### config.mk
export PLATFORM = sky130hd
export DESIGN_NAME = integer_literal_parser_unit
export DESIGN_NICKNAME = d
export VERILOG_FILES = /design/src/hdl/ilp_pkg.sv /design/src/hdl/integer_literal_parser_unit.sv
export VERILOG_INCLUDE_DIRS = /design/src /design/src/hdl
export SDC_FILE = /design/constraint.sdc
export NUM_CORES = 2
export LEC_CHECK = 0
export ABC_CLOCK_PERIOD_IN_PS = 17100
export BUFFER_PORTS_ARGS = -buffer_cell sky130_fd_sc_hd__buf_4
export CAP_MARGIN = 30
export CORE_MARGIN = 4
export CORE_UTILIZATION = 40
export CTS_CLUSTER_SIZE = 8
export DETAILED_ROUTE_END_ITERATION = 10
export GPL_TIMING_DRIVEN = 1
export PLACE_DENSITY = 0.55
export SLEW_MARGIN = 5
export SYNTH_ARGS = -nofsm -noshare
export SYNTH_HDL_FRONTEND = slang
export SYNTH_SLANG_ARGS = --single-unit
### constraint.sdc
create_clock -name i_clk -period 17.1 [get_ports i_clk]
set_input_delay 1.71 -clock i_clk [delete_from_list [all_inputs] [get_ports i_clk]]
set_output_delay 1.71 -clock i_clk [all_outputs]
set_load 0.1 [all_outputs]
### src/hdl/integer_literal_parser_unit_defines.svh
// Assertion macros for the integer literal parser.
// No dependencies; included by the top level only.
`ifndef INTEGER_LITERAL_PARSER_UNIT_DEFINES_SVH
`define INTEGER_LITERAL_PARSER_UNIT_DEFINES_SVH

`ifndef SYNTH
`define ILP_ASSERT(label, prop) \
    label: assert property (@(posedge i_clk) disable iff (!i_rst_n) prop) \
        else $error("integer literal parser check failed");
`define ILP_ASSERT_ALWAYS(label, prop) \
    label: assert property (@(posedge i_clk) prop) \
        else $error("integer literal parser invariant failed");
`else
`define ILP_ASSERT(label, prop)
`define ILP_ASSERT_ALWAYS(label, prop)
`endif

`endif

### src/hdl/ilp_pkg.sv
// Types, character constants and keyword tables for the integer literal parser.
// No dependencies.
package ilp_pkg;

    typedef enum logic [2:0] {
        PH_START,
        PH_SIGN,
        PH_ZERO,
        PH_PREFIX,
        PH_DIGITS,
        PH_WORD
    } t_phase;

    typedef enum logic [1:0] {
        RADIX_DEC,
        RADIX_BIN,
        RADIX_OCT,
        RADIX_HEX
    } t_radix;

    localparam logic [7:0] CASE_MASK     = 8'hDF;
    localparam logic [7:0] LOWER_BIT     = 8'h20;
    localparam logic [7:0] CH_MINUS      = "-";
    localparam logic [7:0] CH_PLUS       = "+";
    localparam logic [7:0] CH_ZERO       = "0";
    localparam logic [7:0] CH_NINE       = "9";
    localparam logic [7:0] CH_UNDERSCORE = "_";
    localparam logic [7:0] CH_UPPER_A    = "A";
    localparam logic [7:0] CH_UPPER_Z    = "Z";
    localparam logic [7:0] CH_LOWER_B    = "b";
    localparam logic [7:0] CH_LOWER_O    = "o";
    localparam logic [7:0] CH_LOWER_X    = "x";
    // upper-case letter minus this offset gives its digit value 10..35
    localparam logic [7:0] LETTER_OFFSET = 8'h37;
    localparam logic [5:0] DIGIT_NONE    = 6'd63;

    localparam int         KW_COUNT      = 3;
    localparam logic [1:0] KW_FALSE      = 2'd0;
    localparam logic [1:0] KW_NULL       = 2'd1;
    localparam logic [1:0] KW_TRUE       = 2'd2;
    localparam logic [2:0] KW_POS_MAX    = 3'd7;

    function automatic logic [4:0] f_radix(input t_radix code);
        logic [4:0] r;
        case (code)
            RADIX_DEC: r = 5'd10;
            RADIX_BIN: r = 5'd2;
            RADIX_OCT: r = 5'd8;
            RADIX_HEX: r = 5'd16;
            default:   r = 5'd10;
        endcase
        return r;
    endfunction

    function automatic logic [5:0] f_digit(input logic [7:0] b);
        logic [7:0] up;
        logic [5:0] d;
        up = b & CASE_MASK;
        if (b >= CH_ZERO && b <= CH_NINE) begin
            d = {2'b00, b[3:0]};
        end else if (up >= CH_UPPER_A && up <= CH_UPPER_Z) begin
            d = 6'(up - LETTER_OFFSET);
        end else begin
            d = DIGIT_NONE;
        end
        return d;
    endfunction

    function automatic logic [2:0] f_kw_len(input logic [1:0] k);
        logic [2:0] n;
        case (k)
            KW_FALSE: n = 3'd5;
            KW_NULL:  n = 3'd4;
            KW_TRUE:  n = 3'd4;
            default:  n = 3'd0;
        endcase
        return n;
    endfunction

    function automatic logic [7:0] f_kw_char(input logic [1:0] k, input logic [2:0] pos);
        logic [7:0] c;
        c = 8'h00;
        case (k)
            KW_FALSE: begin
                case (pos)
                    3'd0:    c = "f";
                    3'd1:    c = "a";
                    3'd2:    c = "l";
                    3'd3:    c = "s";
                    3'd4:    c = "e";
                    default: c = 8'h00;
                endcase
            end
            KW_NULL: begin
                case (pos)
                    3'd0:    c = "n";
                    3'd1:    c = "u";
                    3'd2:    c = "l";
                    3'd3:    c = "l";
                    default: c = 8'h00;
                endcase
            end
            KW_TRUE: begin
                case (pos)
                    3'd0:    c = "t";
                    3'd1:    c = "r";
                    3'd2:    c = "u";
                    3'd3:    c = "e";
                    default: c = 8'h00;
                endcase
            end
            default: c = 8'h00;
        endcase
        return c;
    endfunction

    function automatic logic f_kw_hit(input logic [1:0] k, input logic [2:0] pos,
                                      input logic [7:0] b);
        return (pos < f_kw_len(k)) && (f_kw_char(k, pos) == b);
    endfunction

endpackage

### src/hdl/integer_literal_parser_unit.sv
// Integer literal parser: one token byte per word, signed 64-bit result at the last word.
// The result is registered when the word marked last is accepted.
// Throughput: one word per cycle; a result held by a low i_ready stalls the input.
// Reset (synchronous, active low) clears the token state and sets detect_base to 1.
// Depends on ilp_pkg and integer_literal_parser_unit_defines.svh.
`include "integer_literal_parser_unit_defines.svh"

module integer_literal_parser_unit (
    input  logic                i_clk,
    input  logic                i_rst_n,
    input  logic                i_valid,
    output logic                o_ready,
    input  logic [7:0]          i_char_code,
    input  logic                i_has_char,
    input  logic                i_last,
    output logic                o_valid,
    input  logic                i_ready,
    output logic signed [63:0]  o_value,
    output logic                o_valid_res,
    input  logic                i_cfg_valid,
    output logic                o_cfg_ready,
    input  logic                i_cfg_data
);

    ilp_pkg::t_phase r_phase, n_phase;
    ilp_pkg::t_radix r_radix, n_radix;
    logic        r_negative, n_negative;
    logic [63:0] r_acc, n_acc;
    logic [63:0] r_nacc, n_nacc;    // always equals -r_acc
    logic        r_failed, n_failed;
    logic [2:0]  r_cand, n_cand;
    logic [2:0]  r_pos, n_pos;
    logic        r_detect_base;

    logic        r_out_valid;
    logic [63:0] r_value;
    logic        r_valid_res;

    logic        accept;
    logic        take_digit;
    logic        origin;
    logic [5:0]  digit;
    logic [63:0] dig_ext;
    logic [7:0]  low_char;
    logic [2:0]  w_cand_in, w_cand_out;
    logic [2:0]  w_pos_in, w_pos_out;
    logic [63:0] fin_value;
    logic        fin_ok;

    assign o_ready     = !r_out_valid || i_ready;
    assign accept      = i_valid && o_ready;
    assign o_cfg_ready = 1'b1;
    assign o_valid     = r_out_valid;
    assign o_value     = r_value;
    assign o_valid_res = r_valid_res;

    assign digit    = ilp_pkg::f_digit(i_char_code);
    assign dig_ext  = {58'd0, digit};
    assign low_char = i_char_code | ilp_pkg::LOWER_BIT;

    // keyword step; the first word of a keyword starts from all candidates
    always_comb begin
        w_cand_in = (r_phase == ilp_pkg::PH_WORD) ? r_cand : 3'b111;
        w_pos_in  = (r_phase == ilp_pkg::PH_WORD) ? r_pos : 3'd0;
        w_cand_out = w_cand_in;
        for (int k = 0; k < ilp_pkg::KW_COUNT; k++) begin
            if (w_cand_in[k] && !ilp_pkg::f_kw_hit(2'(k), w_pos_in, i_char_code)) begin
                w_cand_out[k] = 1'b0;
            end
        end
        w_pos_out = (w_pos_in == ilp_pkg::KW_POS_MAX) ? w_pos_in : w_pos_in + 3'd1;
    end

    always_comb begin
        n_phase    = r_phase;
        n_radix    = r_radix;
        n_negative = r_negative;
        n_acc      = r_acc;
        n_nacc     = r_nacc;
        n_failed   = r_failed;
        n_cand     = r_cand;
        n_pos      = r_pos;
        take_digit = 1'b0;
        origin     = 1'b0;

        if (i_has_char && !r_failed) begin
            case (r_phase)
                ilp_pkg::PH_START: begin
                    if (i_char_code == ilp_pkg::CH_MINUS) begin
                        n_negative = 1'b1;
                        n_phase    = ilp_pkg::PH_SIGN;
                    end else if (i_char_code == ilp_pkg::CH_PLUS) begin
                        n_phase = ilp_pkg::PH_SIGN;
                    end else if (i_char_code == ilp_pkg::CH_ZERO && r_detect_base) begin
                        n_phase = ilp_pkg::PH_ZERO;
                    end else begin
                        take_digit = 1'b1;
                        origin     = 1'b1;
                    end
                end
                ilp_pkg::PH_SIGN: begin
                    if (i_char_code == ilp_pkg::CH_ZERO && r_detect_base) begin
                        n_phase = ilp_pkg::PH_ZERO;
                    end else begin
                        take_digit = 1'b1;
                    end
                end
                ilp_pkg::PH_ZERO: begin
                    if (low_char == ilp_pkg::CH_LOWER_B) begin
                        n_radix = ilp_pkg::RADIX_BIN;
                        n_phase = ilp_pkg::PH_PREFIX;
                    end else if (low_char == ilp_pkg::CH_LOWER_O) begin
                        n_radix = ilp_pkg::RADIX_OCT;
                        n_phase = ilp_pkg::PH_PREFIX;
                    end else if (low_char == ilp_pkg::CH_LOWER_X) begin
                        n_radix = ilp_pkg::RADIX_HEX;
                        n_phase = ilp_pkg::PH_PREFIX;
                    end else if (i_char_code < ilp_pkg::CH_ZERO ||
                                 i_char_code > ilp_pkg::CH_NINE) begin
                        n_failed = 1'b1;
                    end else begin
                        take_digit = 1'b1;
                    end
                end
                ilp_pkg::PH_PREFIX, ilp_pkg::PH_DIGITS: begin
                    take_digit = 1'b1;
                end
                ilp_pkg::PH_WORD: begin
                    n_cand = w_cand_out;
                    n_pos  = w_pos_out;
                end
                default: begin
                    n_failed = 1'b1;
                end
            endcase

            if (take_digit) begin
                if (digit < {1'b0, ilp_pkg::f_radix(r_radix)}) begin
                    case (r_radix)
                        ilp_pkg::RADIX_DEC: begin
                            n_acc  = (r_acc << 3) + (r_acc << 1) + dig_ext;
                            n_nacc = (r_nacc << 3) + (r_nacc << 1) - dig_ext;
                        end
                        ilp_pkg::RADIX_BIN: begin
                            n_acc  = (r_acc << 1) + dig_ext;
                            n_nacc = (r_nacc << 1) - dig_ext;
                        end
                        ilp_pkg::RADIX_OCT: begin
                            n_acc  = (r_acc << 3) + dig_ext;
                            n_nacc = (r_nacc << 3) - dig_ext;
                        end
                        default: begin
                            n_acc  = (r_acc << 4) + dig_ext;
                            n_nacc = (r_nacc << 4) - dig_ext;
                        end
                    endcase
                    n_phase = ilp_pkg::PH_DIGITS;
                end else if (r_detect_base && i_char_code == ilp_pkg::CH_UNDERSCORE) begin
                    n_phase = ilp_pkg::PH_DIGITS;
                end else if (origin) begin
                    n_phase = ilp_pkg::PH_WORD;
                    n_cand  = w_cand_out;
                    n_pos   = w_pos_out;
                end else begin
                    n_failed = 1'b1;
                end
            end
        end
    end

    // end-of-token result from the updated state
    always_comb begin
        fin_value = 64'd0;
        fin_ok    = 1'b0;
        if (!n_failed) begin
            case (n_phase)
                ilp_pkg::PH_ZERO: begin
                    fin_ok = 1'b1;
                end
                ilp_pkg::PH_DIGITS: begin
                    fin_value = n_negative ? n_nacc : n_acc;
                    fin_ok    = 1'b1;
                end
                ilp_pkg::PH_WORD: begin
                    for (int k = 0; k < ilp_pkg::KW_COUNT; k++) begin
                        if (n_cand[k] && ilp_pkg::f_kw_len(2'(k)) == n_pos) begin
                            fin_value = (2'(k) == ilp_pkg::KW_TRUE) ? 64'd1 : 64'd0;
                            fin_ok    = 1'b1;
                        end
                    end
                end
                default: begin
                    fin_ok = 1'b0;
                end
            endcase
        end
    end

    always_ff @(posedge i_clk) begin
        if (!i_rst_n) begin
            r_phase    <= ilp_pkg::PH_START;
            r_radix    <= ilp_pkg::RADIX_DEC;
            r_negative <= 1'b0;
            r_acc      <= 64'd0;
            r_nacc     <= 64'd0;
            r_failed   <= 1'b0;
            r_cand     <= 3'd0;
            r_pos      <= 3'd0;
        end else if (accept && i_last) begin
            r_phase    <= ilp_pkg::PH_START;
            r_radix    <= ilp_pkg::RADIX_DEC;
            r_negative <= 1'b0;
            r_acc      <= 64'd0;
            r_nacc     <= 64'd0;
            r_failed   <= 1'b0;
            r_cand     <= 3'd0;
            r_pos      <= 3'd0;
        end else if (accept) begin
            r_phase    <= n_phase;
            r_radix    <= n_radix;
            r_negative <= n_negative;
            r_acc      <= n_acc;
            r_nacc     <= n_nacc;
            r_failed   <= n_failed;
            r_cand     <= n_cand;
            r_pos      <= n_pos;
        end
    end

    always_ff @(posedge i_clk) begin
        if (!i_rst_n) begin
            r_detect_base <= 1'b1;
        end else if (i_cfg_valid) begin
            r_detect_base <= i_cfg_data;
        end
    end

    always_ff @(posedge i_clk) begin
        if (!i_rst_n) begin
            r_out_valid <= 1'b0;
        end else if (accept && i_last) begin
            r_out_valid <= 1'b1;
        end else if (i_ready) begin
            r_out_valid <= 1'b0;
        end
    end

    always_ff @(posedge i_clk) begin
        if (accept && i_last) begin
            r_value     <= fin_value;
            r_valid_res <= fin_ok;
        end
    end

    `ILP_ASSERT(a_last_gives_result, (accept && i_last) |=> o_valid)
    `ILP_ASSERT(a_invalid_is_zero, (o_valid && !o_valid_res) |-> (o_value == 64'sd0))
    `ILP_ASSERT(a_clear_after_last, (accept && i_last) |=>
        (r_phase == ilp_pkg::PH_START && !r_failed && r_acc == 64'd0))
    `ILP_ASSERT_ALWAYS(a_negated_copy, !i_rst_n || ((r_acc + r_nacc) == 64'd0))

endmodule

* Word-level counts from Yosys, hierarchy flattened
Index checks and enable logic that the tools add are counted.
** Word-level totals
- Flip-flop bits (word level) :: 208
- Word-level logic and storage cells :: 182
- Input bits :: 16
- Output and inout bits :: 68
** Operators by class
- Reductions and logical operators :: 34
- Add/sub/neg operators :: 12
- Mux-type cells :: 86
- Equal/unequal tests :: 28
- $lt $le $gt $ge :: 9
- Bitwise logic cells :: 1
** Operators by type and width (count)
- $mux 64 :: 7
- $pmux 64 s3 :: 2
- $add 64x6->64 :: 4
- $sub 64x6->64 :: 4
- $add 64x64->64 :: 2
- $pmux 64 s2 :: 1
- $mux 3 :: 30
- $pmux 7 s5 :: 1
- $mux 1 :: 31
- $pmux 7 s4 :: 1
- $eq 7x8->1 :: 3
- $eq 8x6->1 const B :: 3
- $eq 7x6->1 const B :: 3
- $pmux 7 s3 :: 1
- $pmux 5 s4 :: 1
- $eq 3x3->1 const B :: 6
- $logic_and 1x1->1 :: 16
- $eq 3x2->1 const B :: 5
- $mux 6 :: 2
- $mux 5 :: 2
- $pmux 3 s3 :: 1
- $eq 8x7->1 const B :: 1
- $ge 8x6->1 const B :: 1
- $ge 8x7->1 const B :: 1
- 25 further kinds :: 41

* Logic depth before layout (Yosys ltp)
- Depth after elaboration :: 23
- Depth in mapped cells :: 25
- Gate-level depth less buffers :: 24

* Worst setup path before layout
OpenSTA, ideal clock, no wires.
- Kind :: in2reg
- From :: input i_char_code[0]
- To :: register r_value[54] (netlist: o_value[54]), data pin
- Slack :: 10.390 ns
- Setup time :: 0.130 ns
- Arrival :: 6.580 ns
- Cell stages on the path :: 22
- Required time :: 16.970 ns
- Cell sequence :: clkbuf_1 inv_1 ha_1 o21bai_1 a21o_2 a31o_4 and2_1 inv_1 fa_1 inv_1 fa_1 nand2b_1 a21oi_2 o21ai_1 o41ai_2 nand4b_1 a2111oi_2 o21ai_2 a211o_1 a21oi_1 o221a_2 o221a_2
** Between the ends
- Cells in the longest elaborated chain, start to end :: 14
- Elaborated cells on any way between the ends :: 78
** RTL lines
- start, declared :: RTL line integer_literal_parser_unit.sv:13 : input logic [7:0] i_char_code,
- branches (longest 14 deep; another with $add 64x6->64)
- end signal, assigned :: RTL line integer_literal_parser_unit.sv:250 : r_value <= fin_value;
- end, declared :: RTL line integer_literal_parser_unit.sv:36 : logic [63:0] r_value;
Parallel ways; which one is timed is not known. The select of a mux whose other input is x is not followed.
A chain may end at the register's enable or synchronous reset.

* Final worst setup path
- From :: input i_char_code[0]
- To :: register r_value[25] (netlist: o_value[25]), data pin
The elaborated chain is that of the path after synthesis.

==> flow_summary.json <==
{
  "ys_seq_elements": 208,
  "place_area_mm2": 0.0297,
  "relSlewSlack": 0.299,
  "ant_nets": 0,
  "ys_warn_count": 0,
  "power_mw": 1.69,
  "clock_latency_ns": 0.61,
  "synth.distinct_cells": 114,
  "worstPathCellList": "buf_4 -> inv_1 -> ha_1 -> o21bai_1 -> a21o_2 -> a31o_4 -> and2_1 -> inv_1 -> fa_1 -> ha_1 -> a21oi_1 -> o22ai_1 -> o22ai_1 -> o41a_1 -> o31ai_1 -> xor2_1 -> a222oi_1 -> mux2i_1 -> mux4_2 -> and2_1",
  "io_buffers": 82,
  "reg2reg_from": "r_radix[0]",
  "p_leak_nw": 12.4,
  "hpwl_um": 86800,
  "slew_violations": 0,
  "grt_start_max_net_pins": 78,
  "start_util": 0.403,
  "routed_wl_um": 116000,
  "synth-edff-count": 65,
  "reg2reg_to": "o_value[18]",
  "ys.flop_type": "dfxtp_1",
  "final_nets": 4169,
  "mostFrequentLayoutCells": "nand2_1 (464), a21oi_1 (404), nor2_1 (359)",
  "mostFrequentLayoutCell": "nand2_1",
  "drive_above_1_share": 0.0664,
  "grt_pass1_wl_um": 175000,
  "cts_buffers": 31,
  "postLayoutCellArea_mm2": 0.0306,
  "cellPowerDensity_mw_per_mm2": 55.2,
  "ios": 84,
  "antenna_found_initial": 2,
  "final-setup-viol-count": 0,
  "syn_area_mm2": 0.0288,
  "cp-start-kind": "input pin",
  "status": "finished clean",
  "gr-total-overflow": 0,
  "tightest_slew_ns": 1.04,
  "cp.required_ns": 17.46,
  "synth.net_count": 4318,
  "htreeDepth": 1,
  "synthToLayoutAreaGrowth_pct": 6.37,
  "first_global_vias": 27497,
  "drt_iter0_drc": 3644,
  "postCtsHoldBufs": 0,
  "dr_total_vias": 30218,
  "grt_usage": 0.286,
  "hp-class": "reg -> reg",
  "synth-async-reset-ratio": 0,
  "grtUsageMet3": 0.0371,
  "cts_tree": "done",
  "cp-end-kind": "register",
  "crit_family": "compound AO/OA/AOI/OAI gates",
  "cp_max_fo": 11,
  "tns_ns": 0,
  "cts_setup_buffers": 0,
  "min_period_ns": 7.09,
  "vdd_drop_max_uv": 80.2,
  "nFillCells": 7464,
  "crit_buf_inv": 3,
  "die_height_um": 276,
  "slowest_delay_ns": 0.55,
  "reg2reg_slack_ns": 11.18,
  "cts-root-buf": "clkbuf_16",
  "clk_pin_slew_ns": 0.06,
  "rr_worst_depth": 18,
  "cts_sinks": 208,
  "drv_cap": 0,
  "critPathLaunch": "i_char_code[0]",
  "fin_skew_ns": 0.0187,
  "grt.met2_usage": 0.409,
  "die_area_mm2": 0.0764,
  "dr.pass1.iters": 6,
  "die_w_um": 276,
  "hold_slack_ns": 0.458,
  "globalplace.congestion": 1.00,
  "vias_per_cell": 6.23,
  "routedWlPerCell_um": 23.9,
  "min_from": "r_nacc[63]",
  "coreArea_mm2": 0.0715,
  "synth_cells": 4024,
  "syn_area_per_cell_um2": 7.16,
  "post_cts_resized": 0,
  "final_hold_viol_count": 0,
  "cp_data_arrival_time_ns": 7.45,
  "rsz0062_at_grt": "no",
  "path_depth": 20,
  "critPathKind": "in -> reg",
  "busiest_layer": "met1",
  "drc_errors": 0,
  "synth.yosys.seq_area_share": 0.167,
  "cts.path.max_buffers": 3,
  "slowest_stage": "o31ai_1",
  "post-route-period-util": 0.415,
  "crit_end": "o_value[25]",
  "fmax_mhz": 141,
  "num_rows": 98,
  "use_met1": 0.447
}
## synth_stat cells, types with 55 or more instances
library cell | count | area share
a211oi_1 | 99 | 0.026
mux2i_1 | 55 | 0.019
dfxtp_1 | 143 | 0.099
ha_1 | 266 | 0.12
xor2_1 | 139 | 0.042
a21o_1 | 67 | 0.017
xnor2_1 | 182 | 0.055
o21ai_0 | 148 | 0.026
nand4_1 | 90 | 0.020
nor2_1 | 360 | 0.047
clkbuf_1 | 191 | 0.025
nand3_1 | 110 | 0.019
inv_1 | 264 | 0.034
a21oi_1 | 404 | 0.070
edfxtp_1 | 65 | 0.068
nor3_1 | 115 | 0.020
a221oi_1 | 55 | 0.017
nand2_1 | 468 | 0.061
buf_2 | 63 | 0.011
## power breakdown
part / switching [mW] / total [mW] / internal (mW)
Combinational: 0.353 / 0.531 / 0.179
Clock: 0.262 / 0.616 / 0.354
Sequential: 0.0226 / 0.544 / 0.521
Total: 0.637 / 1.69 / 1.05
## per-stage QoR
step                       util  setup WS, ns  std cells
final                     0.429         10.01       4850
after global routing      0.429          9.66       4849
after CTS                 0.429         10.16       4849
after detailed placement  0.416          9.54       4792
after global placement    0.415          9.20       4790
after floorplan               -         10.39       4024
## area by class of cell
| class | instances | area [um^2] | share of cell area |
|---|---|---|---|
| repair buffers | 118 | 906 | 0.0296 |
| clock buffers | 54 | 905 | 0.0295 |
| well taps | 950 | 1190 | 0.0388 |
| inverters | 265 | 996 | 0.0325 |
| clock inverters | 3 | 18.8 | 0.000613 |
| flip-flops and latches | 208 | 4810 | 0.157 |
| diodes | 1 | 2.50 | 0.0000817 |
| multi-input cells | 3251 | 21800 | 0.712 |
## logic make-up after synthesis
group,count (synthesis),share of synthesized area
DFF,208,0.167
muxes,71,0.0281
other,1,0.000130
AOI/OAI and AO/OA,1179,0.272
xor gates and xnor gates,321,0.0976
and+or+nand+nor,1399,0.230
buffers and inverters,565,0.0798
adders and majority gates,280,0.125
## worst min-delay path, cell delays in order (launching register included)
cell and delay [ns]:
dfxtp_1 0.31, nand2_1 0.05, a21oi_1 0.05
## metal layers
| metal | vias up | routed length, um | part of all wire |
|---|---|---|---|
| li1 | 14232 | - | - |
| met1 | 14372 | 55100 | 0.48 |
| met2 | 1433 | 46500 | 0.40 |
| met3 | 179 | 10700 | 0.092 |
| met4 | 2 | 3420 | 0.030 |
| met5 | - | 18 | 0.00016 |
## flip-flops by register name (all words and copies together) (netlist names)
name,flops
r_radix,2
o_valid_res,1
o_value,64
r_negative,1
r_nacc,64
r_phase,3
r_cand,3
r_pos,3
o_valid,1
r_acc,64
r_failed,1
r_detect_base,1
## how the worst min path moves through the flow
stage | to | slack [ns] | cells after the start
detailed placement | r_nacc[63] | 0.45 | 2
global placement | r_nacc[63] | 0.44 | 2
global route | r_nacc[63] | 0.49 | 2
floorplan | r_nacc[63] | 0.43 | 2
finish | r_nacc[63] | 0.46 | 2
CTS | r_nacc[63] | 0.46 | 2
No activity file was read; power rests on OpenSTA's default activity.
